$ cat config.mk
export PLATFORM = sky130hd
export DESIGN_NAME = n_rooks_sample_pattern_generator_unit
export DESIGN_NICKNAME = d
export VERILOG_FILES = /design/src/sv/nrsp_pkg.sv /design/src/sv/n_rooks_sample_pattern_generator_unit.sv
export SDC_FILE = /design/constraint.sdc
export NUM_CORES = 2
export LEC_CHECK = 0
export BUFFER_PORTS_ARGS = -buffer_cell sky130_fd_sc_hd__buf_2
export CAP_MARGIN = 20
export CORE_UTILIZATION = 65
export DETAILED_ROUTE_END_ITERATION = 8
export GPL_ROUTABILITY_DRIVEN = 1
export GPL_TIMING_DRIVEN = 0
export PLACE_DENSITY = 0.83
export SLEW_MARGIN = 20
export SYNTH_ARGS = -nofsm -noshare
export SYNTH_HDL_FRONTEND = slang
export SYNTH_SLANG_ARGS = --single-unit
$ cat constraint.sdc
create_clock -name i_clk -period 10.45 [get_ports i_clk]
set_input_delay 0.5225 -clock i_clk [delete_from_list [all_inputs] [get_ports i_clk]]
set_output_delay 0.5225 -clock i_clk [all_outputs]
set_load 0.005 [all_outputs]
$ cat src/sv/nrsp_pkg.sv
`default_nettype none

package nrsp_pkg;

    // fixed widths of the payload and configuration fields
    localparam int COUNT_W    = 7;
    localparam int COORD_W    = 16;
    localparam int FRAC_W     = 16;
    localparam int IDX_OUT_W  = 6;
    localparam int CFG_IDX_W  = 2;
    localparam int CFG_DATA_W = 16;

    // Q1.15 one for the jitter reach
    localparam logic [15:0] REACH_ONE = 16'd32768;

    localparam logic [COUNT_W-1:0] COUNT_RST  = 7'd16;
    localparam logic [COORD_W-1:0] WIDTH_RST  = 16'd256;
    localparam logic [COORD_W-1:0] HEIGHT_RST = 16'd256;
    localparam logic [15:0]        REACH_RST  = 16'd32768;

    typedef enum logic [CFG_IDX_W-1:0] {
        CFG_SAMPLE_COUNT = 2'd0,
        CFG_SPACE_WIDTH  = 2'd1,
        CFG_SPACE_HEIGHT = 2'd2,
        CFG_JITTER_REACH = 2'd3
    } t_cfg_reg;

endpackage

`default_nettype wire

$ cat src/sv/n_rooks_sample_pattern_generator_unit.sv
// Channel  | Direction | Handshake                  | Payload
// ---------+-----------+----------------------------+-------------------------------------
// in       | input     | i_in_valid / o_in_ready    | i_rand_column, i_rand_x, i_rand_y
// out      | output    | o_out_valid / i_out_ready  | o_accepted, o_row_index, o_column_index,
//          |           |                            | o_sample_x, o_sample_y, o_last_of_pattern
// cfg      | input     | i_cfg_we                   | i_cfg_index, i_cfg_data
//
// One beat at a time: a draw multiply, a free-column scan (later rows only), then per axis
// two multiplies, one add and a restoring divide of CW+16 quotient bits on the shared
// multiplier and divider, CW = clog2(MAX_SAMPLES). Rejected beats skip the axes.
// Reset is synchronous; the column map is cleared in the same cycle, no clearing pass.
// o_in_ready is low from acceptance until the result beat has been taken.
`default_nettype none

module n_rooks_sample_pattern_generator_unit
    import nrsp_pkg::*;
#(
    parameter int MAX_SAMPLES = 64,
    parameter int RAND_BITS   = 16
) (
    input  wire                   i_clk,
    input  wire                   i_rst_n,

    input  wire                   i_cfg_we,
    input  wire [CFG_IDX_W-1:0]   i_cfg_index,
    input  wire [CFG_DATA_W-1:0]  i_cfg_data,

    input  wire                   i_in_valid,
    output logic                  o_in_ready,
    input  wire [RAND_BITS-1:0]   i_rand_column,
    input  wire [RAND_BITS-1:0]   i_rand_x,
    input  wire [RAND_BITS-1:0]   i_rand_y,

    output logic                  o_out_valid,
    input  wire                   i_out_ready,
    output logic                  o_accepted,
    output logic [IDX_OUT_W-1:0]  o_row_index,
    output logic [IDX_OUT_W-1:0]  o_column_index,
    output logic [COORD_W-1:0]    o_sample_x,
    output logic [COORD_W-1:0]    o_sample_y,
    output logic                  o_last_of_pattern
);

    localparam int CW   = (MAX_SAMPLES > 1) ? $clog2(MAX_SAMPLES) : 1;
    localparam int NW   = $clog2(MAX_SAMPLES + 1);
    localparam int AW   = CW + 32;
    localparam int BW   = 16;
    localparam int PW   = AW + BW;
    localparam int DW   = CW + 16;
    localparam int CNTW = $clog2(DW);

    typedef enum logic [3:0] {
        S_IDLE, S_DRAW, S_PICK, S_SCAN, S_JMUL, S_JADD, S_TMUL, S_DIV, S_OUT
    } t_state;

    t_state                 r_state;

    logic [COUNT_W-1:0]     r_count;
    logic [COORD_W-1:0]     r_width;
    logic [COORD_W-1:0]     r_height;
    logic [15:0]            r_reach;

    logic [MAX_SAMPLES-1:0] r_taken;
    logic [CW-1:0]          r_row;

    logic [RAND_BITS-1:0]   r_ucol;
    logic [FRAC_W-1:0]      r_ux;
    logic [FRAC_W-1:0]      r_uy;

    logic [PW-1:0]          r_prod;
    logic [AW-1:0]          r_t;
    logic [CW-1:0]          r_k;
    logic [NW-1:0]          r_scan;
    logic [CW-1:0]          r_seen;
    logic                   r_axis;

    logic [DW-1:0]          r_quo;
    logic [NW-1:0]          r_rem;
    logic [CNTW-1:0]        r_cnt;

    logic                   r_acc;
    logic [CW-1:0]          r_col;
    logic [COORD_W-1:0]     r_sx;
    logic [COORD_W-1:0]     r_sy;
    logic                   r_last;

    // effective count, saturated to [1, MAX_SAMPLES]
    logic [8:0]             sc9;
    logic [NW-1:0]          n_eff;
    logic                   early;
    logic [15:0]            reach_sat;
    logic [AW-1:0]          mul_a;
    logic [BW-1:0]          mul_b;
    logic [PW-1:0]          n_prod;
    logic [CW-1:0]          draw_val;
    logic [CW-1:0]          draw_col;
    logic [33:0]            jit;
    logic [CW-1:0]          strata;
    logic [COORD_W-1:0]     extent;
    logic [NW:0]            div_sh;
    logic                   div_ge;
    logic [NW:0]            div_sub;
    logic [DW-1:0]          quo_fin;
    logic [COORD_W-1:0]     coord;
    logic                   in_fire;
    logic                   out_fire;
    logic [CW+IDX_OUT_W-1:0] row_ext;
    logic [CW+IDX_OUT_W-1:0] col_ext;

    assign in_fire  = i_in_valid && o_in_ready;
    assign out_fire = o_out_valid && i_out_ready;

    always_comb begin
        sc9 = {2'b00, r_count};
        if (sc9 == 9'd0) begin
            n_eff = NW'(1);
        end else if (sc9 > 9'(MAX_SAMPLES)) begin
            n_eff = NW'(MAX_SAMPLES);
        end else begin
            n_eff = NW'(sc9);
        end
    end

    assign early     = NW'(r_row) < (n_eff >> 2);
    assign reach_sat = (r_reach > REACH_ONE) ? REACH_ONE : r_reach;
    assign strata    = r_axis ? r_col : r_row;
    assign extent    = r_axis ? r_height : r_width;

    // shared multiplier: column draw, jitter term and position times extent
    always_comb begin
        unique case (r_state)
            S_DRAW: begin
                mul_a = AW'(r_ucol);
                mul_b = early ? BW'(n_eff) : BW'(n_eff - NW'(r_row));
            end
            S_JMUL: begin
                mul_a = AW'(r_axis ? r_uy : r_ux);
                mul_b = reach_sat;
            end
            S_TMUL: begin
                mul_a = r_t;
                mul_b = extent;
            end
            default: begin
                mul_a = '0;
                mul_b = '0;
            end
        endcase
    end

    assign n_prod = PW'(mul_a) * PW'(mul_b);

    assign draw_val = CW'(r_prod >> RAND_BITS);
    assign draw_col = (NW'(draw_val) >= n_eff) ? CW'(n_eff - NW'(1)) : draw_val;

    // 2^31 - 65536*r + 2*u*r, always within [0, 2^32)
    assign jit = (34'd1 << 31) - (34'(reach_sat) << 16) + (34'(r_prod[31:0]) << 1);

    // restoring divide by n, one quotient bit a cycle
    assign div_sh  = {r_rem, r_quo[DW-1]};
    assign div_ge  = div_sh >= {1'b0, n_eff};
    assign div_sub = div_ge ? (div_sh - {1'b0, n_eff}) : div_sh;
    assign quo_fin = {r_quo[DW-2:0], div_ge};
    assign coord   = (quo_fin > DW'(extent)) ? extent : COORD_W'(quo_fin);

    always_ff @(posedge i_clk) begin
        if (!i_rst_n) begin
            r_state  <= S_IDLE;
            r_count  <= COUNT_RST;
            r_width  <= WIDTH_RST;
            r_height <= HEIGHT_RST;
            r_reach  <= REACH_RST;
            r_taken  <= '0;
            r_row    <= '0;
            r_axis   <= 1'b0;
        end else begin
            if (i_cfg_we) begin
                unique case (t_cfg_reg'(i_cfg_index))
                    CFG_SAMPLE_COUNT: begin
                        r_count <= i_cfg_data[COUNT_W-1:0];
                        r_taken <= '0;
                        r_row   <= '0;
                    end
                    CFG_SPACE_WIDTH:  r_width  <= i_cfg_data;
                    CFG_SPACE_HEIGHT: r_height <= i_cfg_data;
                    CFG_JITTER_REACH: r_reach  <= i_cfg_data;
                endcase
            end

            unique case (r_state)
                S_IDLE: begin
                    if (in_fire) begin
                        r_ucol <= i_rand_column;
                        r_ux   <= FRAC_W'({i_rand_x, 16'd0} >> RAND_BITS);
                        r_uy   <= FRAC_W'({i_rand_y, 16'd0} >> RAND_BITS);
                        if (NW'(r_row) >= n_eff) begin
                            r_taken <= '0;
                            r_row   <= '0;
                        end
                        r_state <= S_DRAW;
                    end
                end
                S_DRAW: begin
                    r_prod  <= n_prod;
                    r_state <= S_PICK;
                end
                S_PICK: begin
                    r_axis <= 1'b0;
                    r_last <= NW'(r_row) == (n_eff - NW'(1));
                    if (early) begin
                        r_col <= draw_col;
                        if (r_taken[draw_col]) begin
                            r_acc   <= 1'b0;
                            r_sx    <= '0;
                            r_sy    <= '0;
                            r_state <= S_OUT;
                        end else begin
                            r_acc             <= 1'b1;
                            r_taken[draw_col] <= 1'b1;
                            r_state           <= S_JMUL;
                        end
                    end else begin
                        r_k     <= draw_val;
                        r_scan  <= '0;
                        r_seen  <= '0;
                        r_acc   <= 1'b1;
                        r_state <= S_SCAN;
                    end
                end
                S_SCAN: begin
                    if (r_scan == n_eff) begin
                        // no free column: report column 0, mark nothing
                        r_col   <= '0;
                        r_state <= S_JMUL;
                    end else if (!r_taken[r_scan[CW-1:0]]) begin
                        if (r_seen == r_k) begin
                            r_col                    <= r_scan[CW-1:0];
                            r_taken[r_scan[CW-1:0]] <= 1'b1;
                            r_state                  <= S_JMUL;
                        end else begin
                            r_seen <= r_seen + CW'(1);
                            r_scan <= r_scan + NW'(1);
                        end
                    end else begin
                        r_scan <= r_scan + NW'(1);
                    end
                end
                S_JMUL: begin
                    r_prod  <= n_prod;
                    r_state <= S_JADD;
                end
                S_JADD: begin
                    r_t     <= {strata, jit[31:0]};
                    r_state <= S_TMUL;
                end
                S_TMUL: begin
                    // floor(P / (n*2^32)) == floor((P >> 32) / n)
                    r_quo   <= n_prod[PW-1:32];
                    r_rem   <= '0;
                    r_cnt   <= '0;
                    r_state <= S_DIV;
                end
                S_DIV: begin
                    r_quo <= quo_fin;
                    r_rem <= NW'(div_sub);
                    r_cnt <= r_cnt + CNTW'(1);
                    if (r_cnt == CNTW'(DW - 1)) begin
                        if (r_axis) begin
                            r_sy    <= coord;
                            r_state <= S_OUT;
                        end else begin
                            r_sx    <= coord;
                            r_axis  <= 1'b1;
                            r_state <= S_JMUL;
                        end
                    end
                end
                S_OUT: begin
                    if (out_fire) begin
                        if (r_acc) begin
                            if (r_last) begin
                                r_taken <= '0;
                                r_row   <= '0;
                            end else begin
                                r_row <= r_row + CW'(1);
                            end
                        end
                        r_state <= S_IDLE;
                    end
                end
                default: r_state <= S_IDLE;
            endcase
        end
    end

    assign row_ext = {{IDX_OUT_W{1'b0}}, r_row};
    assign col_ext = {{IDX_OUT_W{1'b0}}, r_col};

    assign o_in_ready        = (r_state == S_IDLE);
    assign o_out_valid       = (r_state == S_OUT);
    assign o_accepted        = r_acc;
    assign o_row_index       = row_ext[IDX_OUT_W-1:0];
    assign o_column_index    = col_ext[IDX_OUT_W-1:0];
    assign o_sample_x        = r_sx;
    assign o_sample_y        = r_sy;
    assign o_last_of_pattern = r_acc && r_last;

`ifndef NO_ASSERTIONS
    // one column marked per placed row
    a_map_matches_row: assert property (@(posedge i_clk) disable iff (!i_rst_n)
        (r_state == S_IDLE) |-> ($countones(r_taken) == int'(r_row)))
        else $error("column map count differs from current row");

    a_ready_excl_valid: assert property (@(posedge i_clk) disable iff (!i_rst_n)
        !(o_in_ready && o_out_valid))
        else $error("input ready while a result is pending");

    a_reject_zero: assert property (@(posedge i_clk) disable iff (!i_rst_n)
        (o_out_valid && !o_accepted) |->
            (o_sample_x == '0 && o_sample_y == '0 && !o_last_of_pattern))
        else $error("rejected beat carries a position");

    a_clamp_x: assert property (@(posedge i_clk) disable iff (!i_rst_n)
        (o_out_valid && o_accepted) |-> (o_sample_x <= r_width && o_sample_y <= r_height))
        else $error("sample outside the area");

    a_busy_after_accept: assert property (@(posedge i_clk) disable iff (!i_rst_n)
        in_fire |=> !o_in_ready)
        else $error("ready again straight after accepting a beat");
`endif

endmodule

`default_nettype wire
==> results.py <==
metrics = {
    "die": {
        "coreArea_sq_um": 56400,
        "die_y_microns": 241,
        "start_util": 0.658,
        "rows": 87,
        "io_pins": 119,
        "die-area_sq_um": 58000,
        "die_width_microns": 241,
    },
    "synthesis": {
        "async_reset_ff_frac": 0,
        "synth_seq_cells": 339,
        "ys_types": 88,
        "synthCells": 4124,
        "synthesis.area_sq_um": 37100,
        "synth-main-ff-cell": "edfxtp_1",
        "synth_warnings": 0,
        "avgSynthCellArea_sq_um": 9.00,
        "synth.net_count": 4916,
        "synth-seq-area-share": 0.239,
        "synth_edf_count": 209,
    },
    "sta": {
        "setup_violations": 0,
        "hold_viol": 0,
        "skew_ps": 34.9,
        "slew_headroom": 0.206,
        "tightest_slew_ps": 1190,
        "max_freq_mhz": 97.5,
        "fin_crit_ps": 10250,
        "final.period_utilization": 0.981,
        "drv_slew": 0,
        "whs_ps": 110,
    },
    "power": {
        "peakVddDrop_uv": 171,
        "power_density_nw_per_um2": 127,
        "power.leakage_nw": 16.8,
        "fin_total_pwr_mw": 5.17,
    },
    "placement": {
        "numPortBuffers": 116,
        "gp_congestion": 1.01,
        "place_area_sq_um": 39100,
        "hpwl_microns": 95100,
    },
    "detailed_routing": {
        "ant_nets": 0,
        "wl_per_cell_microns": 23.7,
        "drt-total-wl_microns": 121000,
        "vias_per_cell": 6.32,
        "drc": 0,
        "dr.pass1.iters": 9,
        "vias": 32200,
        "drt_iter0_drc": 3932,
    },
    "run_status": {
        "status": "finished clean",
    },
    "clock_network": {
        "htreeDepth": 2,
        "clkLatencyLatePin_ps": 580,
        "cts_buffers": 37,
        "numClockSinks": 339,
        "cts_tree": "built",
        "cts_root_buf": "clkbuf_16",
        "clkSlewWorstSetupHoldPaths_ps": 70,
        "cts_max_path_buffers": 3,
    },
    "layout": {
        "multi_input_area_sq_um": 25600,
        "design_area_sq_um": 40700,
        "finalNetCount": 5108,
        "seq_area_sq_um": 8880,
        "fillers": 4257,
        "post-route-util": 0.722,
        "area_growth_pct": 9.76,
        "post_route_cells_drive_above_1_share": 0.0932,
    },
    "critical_path": {
        "cpMostUsedCell": "fa_1",
        "rr_worst_depth": 35,
        "cp-end-kind": "flip-flop",
        "r2r_setup_slack_ps": 200,
        "crit_path_max_incr_delay_ps": 640,
        "startpoint_type": "flip-flop",
        "reg2reg_to": "r_quo[21]",
        "slowest_stage": "fa_1",
        "required_ps": 10740,
        "critical_path_arrival_ps": 10540,
        "critPathKind": "reg -> reg",
        "r2r-start": "r_count[6]",
        "worst-path-max-fanout": 11,
    },
    "grt": {
        "grt_max_degree": 34,
        "track_usage": 0.427,
        "grt_pass1_vias": 32300,
        "grt_pass1_wl_microns": 185000,
        "gr-total-overflow": 0,
        "antenna_found_initial": 0,
    },
    "worst_hold_path": {
        "hold_path_end": "r_uy[3]",
        "worstHoldStart": "i_rand_y[3]",
        "holdCritPathClass": "in -> reg",
        "holdPathStages": 1,
    },
    "flow_run": {
        "drv_cap": 0,
    },
}
[logic make-up after synthesis]
family	count (synthesis)	synth area share
and+or+nand+nor	1448	0.167
buffers and inverters	793	0.0812
adders and majority gates	721	0.345
AOI/OAI and AO/OA	637	0.115
DFF	339	0.239
xor gates and xnor gates	110	0.0260
muxes	76	0.0262
[layer usage]
metal / wire [microns] / up-vias / global-route usage / part of all wire
li1: - / 13900 / - / -
met1: 42600 / 15500 / 0.544 / 0.35
met3: 16700 / 558 / 0.128 / 0.14
met4: 8970 / 0 / 0.260 / 0.074
met5: 0 / - / 0 / 0
met2: 52700 / 2341 / 0.644 / 0.44
[power breakdown]
group	internal, mW	switching (mW)	total [mW]
Clock	0.805	0.591	1.40
Sequential	1.61	0.113	1.72
Combinational	0.662	1.39	2.05
[timing repair]
item | in CTS | in global routing
endpoints found under the setup margin | 22 | 18
buffers inserted | 2 | 13
hold buffers | 0 | 0
hold endpoints to repair | 0 | 0
pin swaps | 1 | 6
resized for setup | 29 | 99
[worst max-delay path by stage]
stage	endpoint	cells after the start	slack, ps	startpoint
floorplan	r_quo[21]	37	1080	r_count[3]
global placement	r_quo[21]	36	-1660	r_count[4]
detailed placement	r_quo[21]	39	-1010	r_count[4]
CTS	r_quo[20]	34	7	r_count[6]
global route	r_quo[21]	35	-20	r_count[6]
finish	r_quo[21]	35	200	r_count[6]
[registers in the layout, indices dropped and copies added, names as in the netlist, 4 cells and up]
name,cells
r_taken,64
r_t,37
r_prod,31
r_quo,22
o_sample_x,16
o_sample_y,16
r_height,16
r_reach,16
r_ucol,16
r_ux,16
r_uy,16
r_width,16
r_count,7
r_rem,7
r_scan,7
o_column_index,6
o_row_index,6
r_k,6
r_seen,6
r_cnt,5
r_state,4
[Yosys cell counts, types with 19 or more instances]
cell type | count | share of area
buf_1 | 42 | 0.0042
nor2_1 | 433 | 0.044
mux2i_1 | 44 | 0.012
edfxtp_1 | 209 | 0.17
o21a_1 | 24 | 0.0049
a21o_1 | 30 | 0.0061
xnor2_1 | 69 | 0.016
ha_1 | 217 | 0.073
a21oi_1 | 200 | 0.027
and2_1 | 47 | 0.0079
xor2_1 | 41 | 0.0097
a221oi_1 | 49 | 0.012
o22ai_1 | 50 | 0.0084
inv_1 | 575 | 0.058
nor4_1 | 19 | 0.0032
fa_1 | 504 | 0.27
nand2b_1 | 51 | 0.0086
a221o_1 | 39 | 0.011
o21ai_0 | 117 | 0.016
nand2_1 | 697 | 0.071
dfxtp_1 | 130 | 0.070
nor2b_1 | 21 | 0.0035
clkbuf_1 | 160 | 0.016
and3_1 | 22 | 0.0037
nor3_1 | 26 | 0.0035
nand3_1 | 57 | 0.0077
[critical path: cells and delay by family, from the launching register on]
family | cells | cell delay [ps]
buffers and inverters | 7 | 1270
AND/OR/NAND/NOR | 8 | 1230
adder cells (fa/ha/maj) | 8 | 3840
flip-flops | 1 | 480
XOR/XNOR | 1 | 180
AO/OA/AOI/OAI | 11 | 2950
[cell usage in the layout, fill, tap and decap left out, drive strengths merged, types with 24 or more instances in the layout]
master / count
nand3: 58
a21oi: 200
o22ai: 51
buf: 221
mux2i: 44
fa: 504
dfxtp: 130
o21ai: 117
inv: 580
nor3: 26
xor2: 41
ha: 217
nand2b: 51
nand2: 697
xnor2: 69
a21o: 30
clkbuf: 195
nor2: 433
a221o: 39
o21a: 24
a221oi: 57
edfxtp: 209
and2: 48
[metrics by stage]
step                std cells  setup slack (ps)  setup TNS, ps
finish                   5102               196              0
CTS                      5093              6.89              0
global route             5101             -15.2          -15.7
global placement         4996             -1660         -24820
detailed placement       5027             -1010          -8640
floorplan                4124              1080              0
[final cells by class]
cell class                      instances  area share
Tap cell                              756      0.0232
Timing Repair Buffer                  162      0.0241
Clock buffer                           48      0.0253
Inverter                              578      0.0535
Antenna cell                            1   0.0000614
Sequential cell                       339       0.218
Multi-Input combinational cell       2992       0.628
Clock inverter                         20     0.00596
Buffer                                206      0.0216
Note: power is estimated with default switching activity, not from simulation.
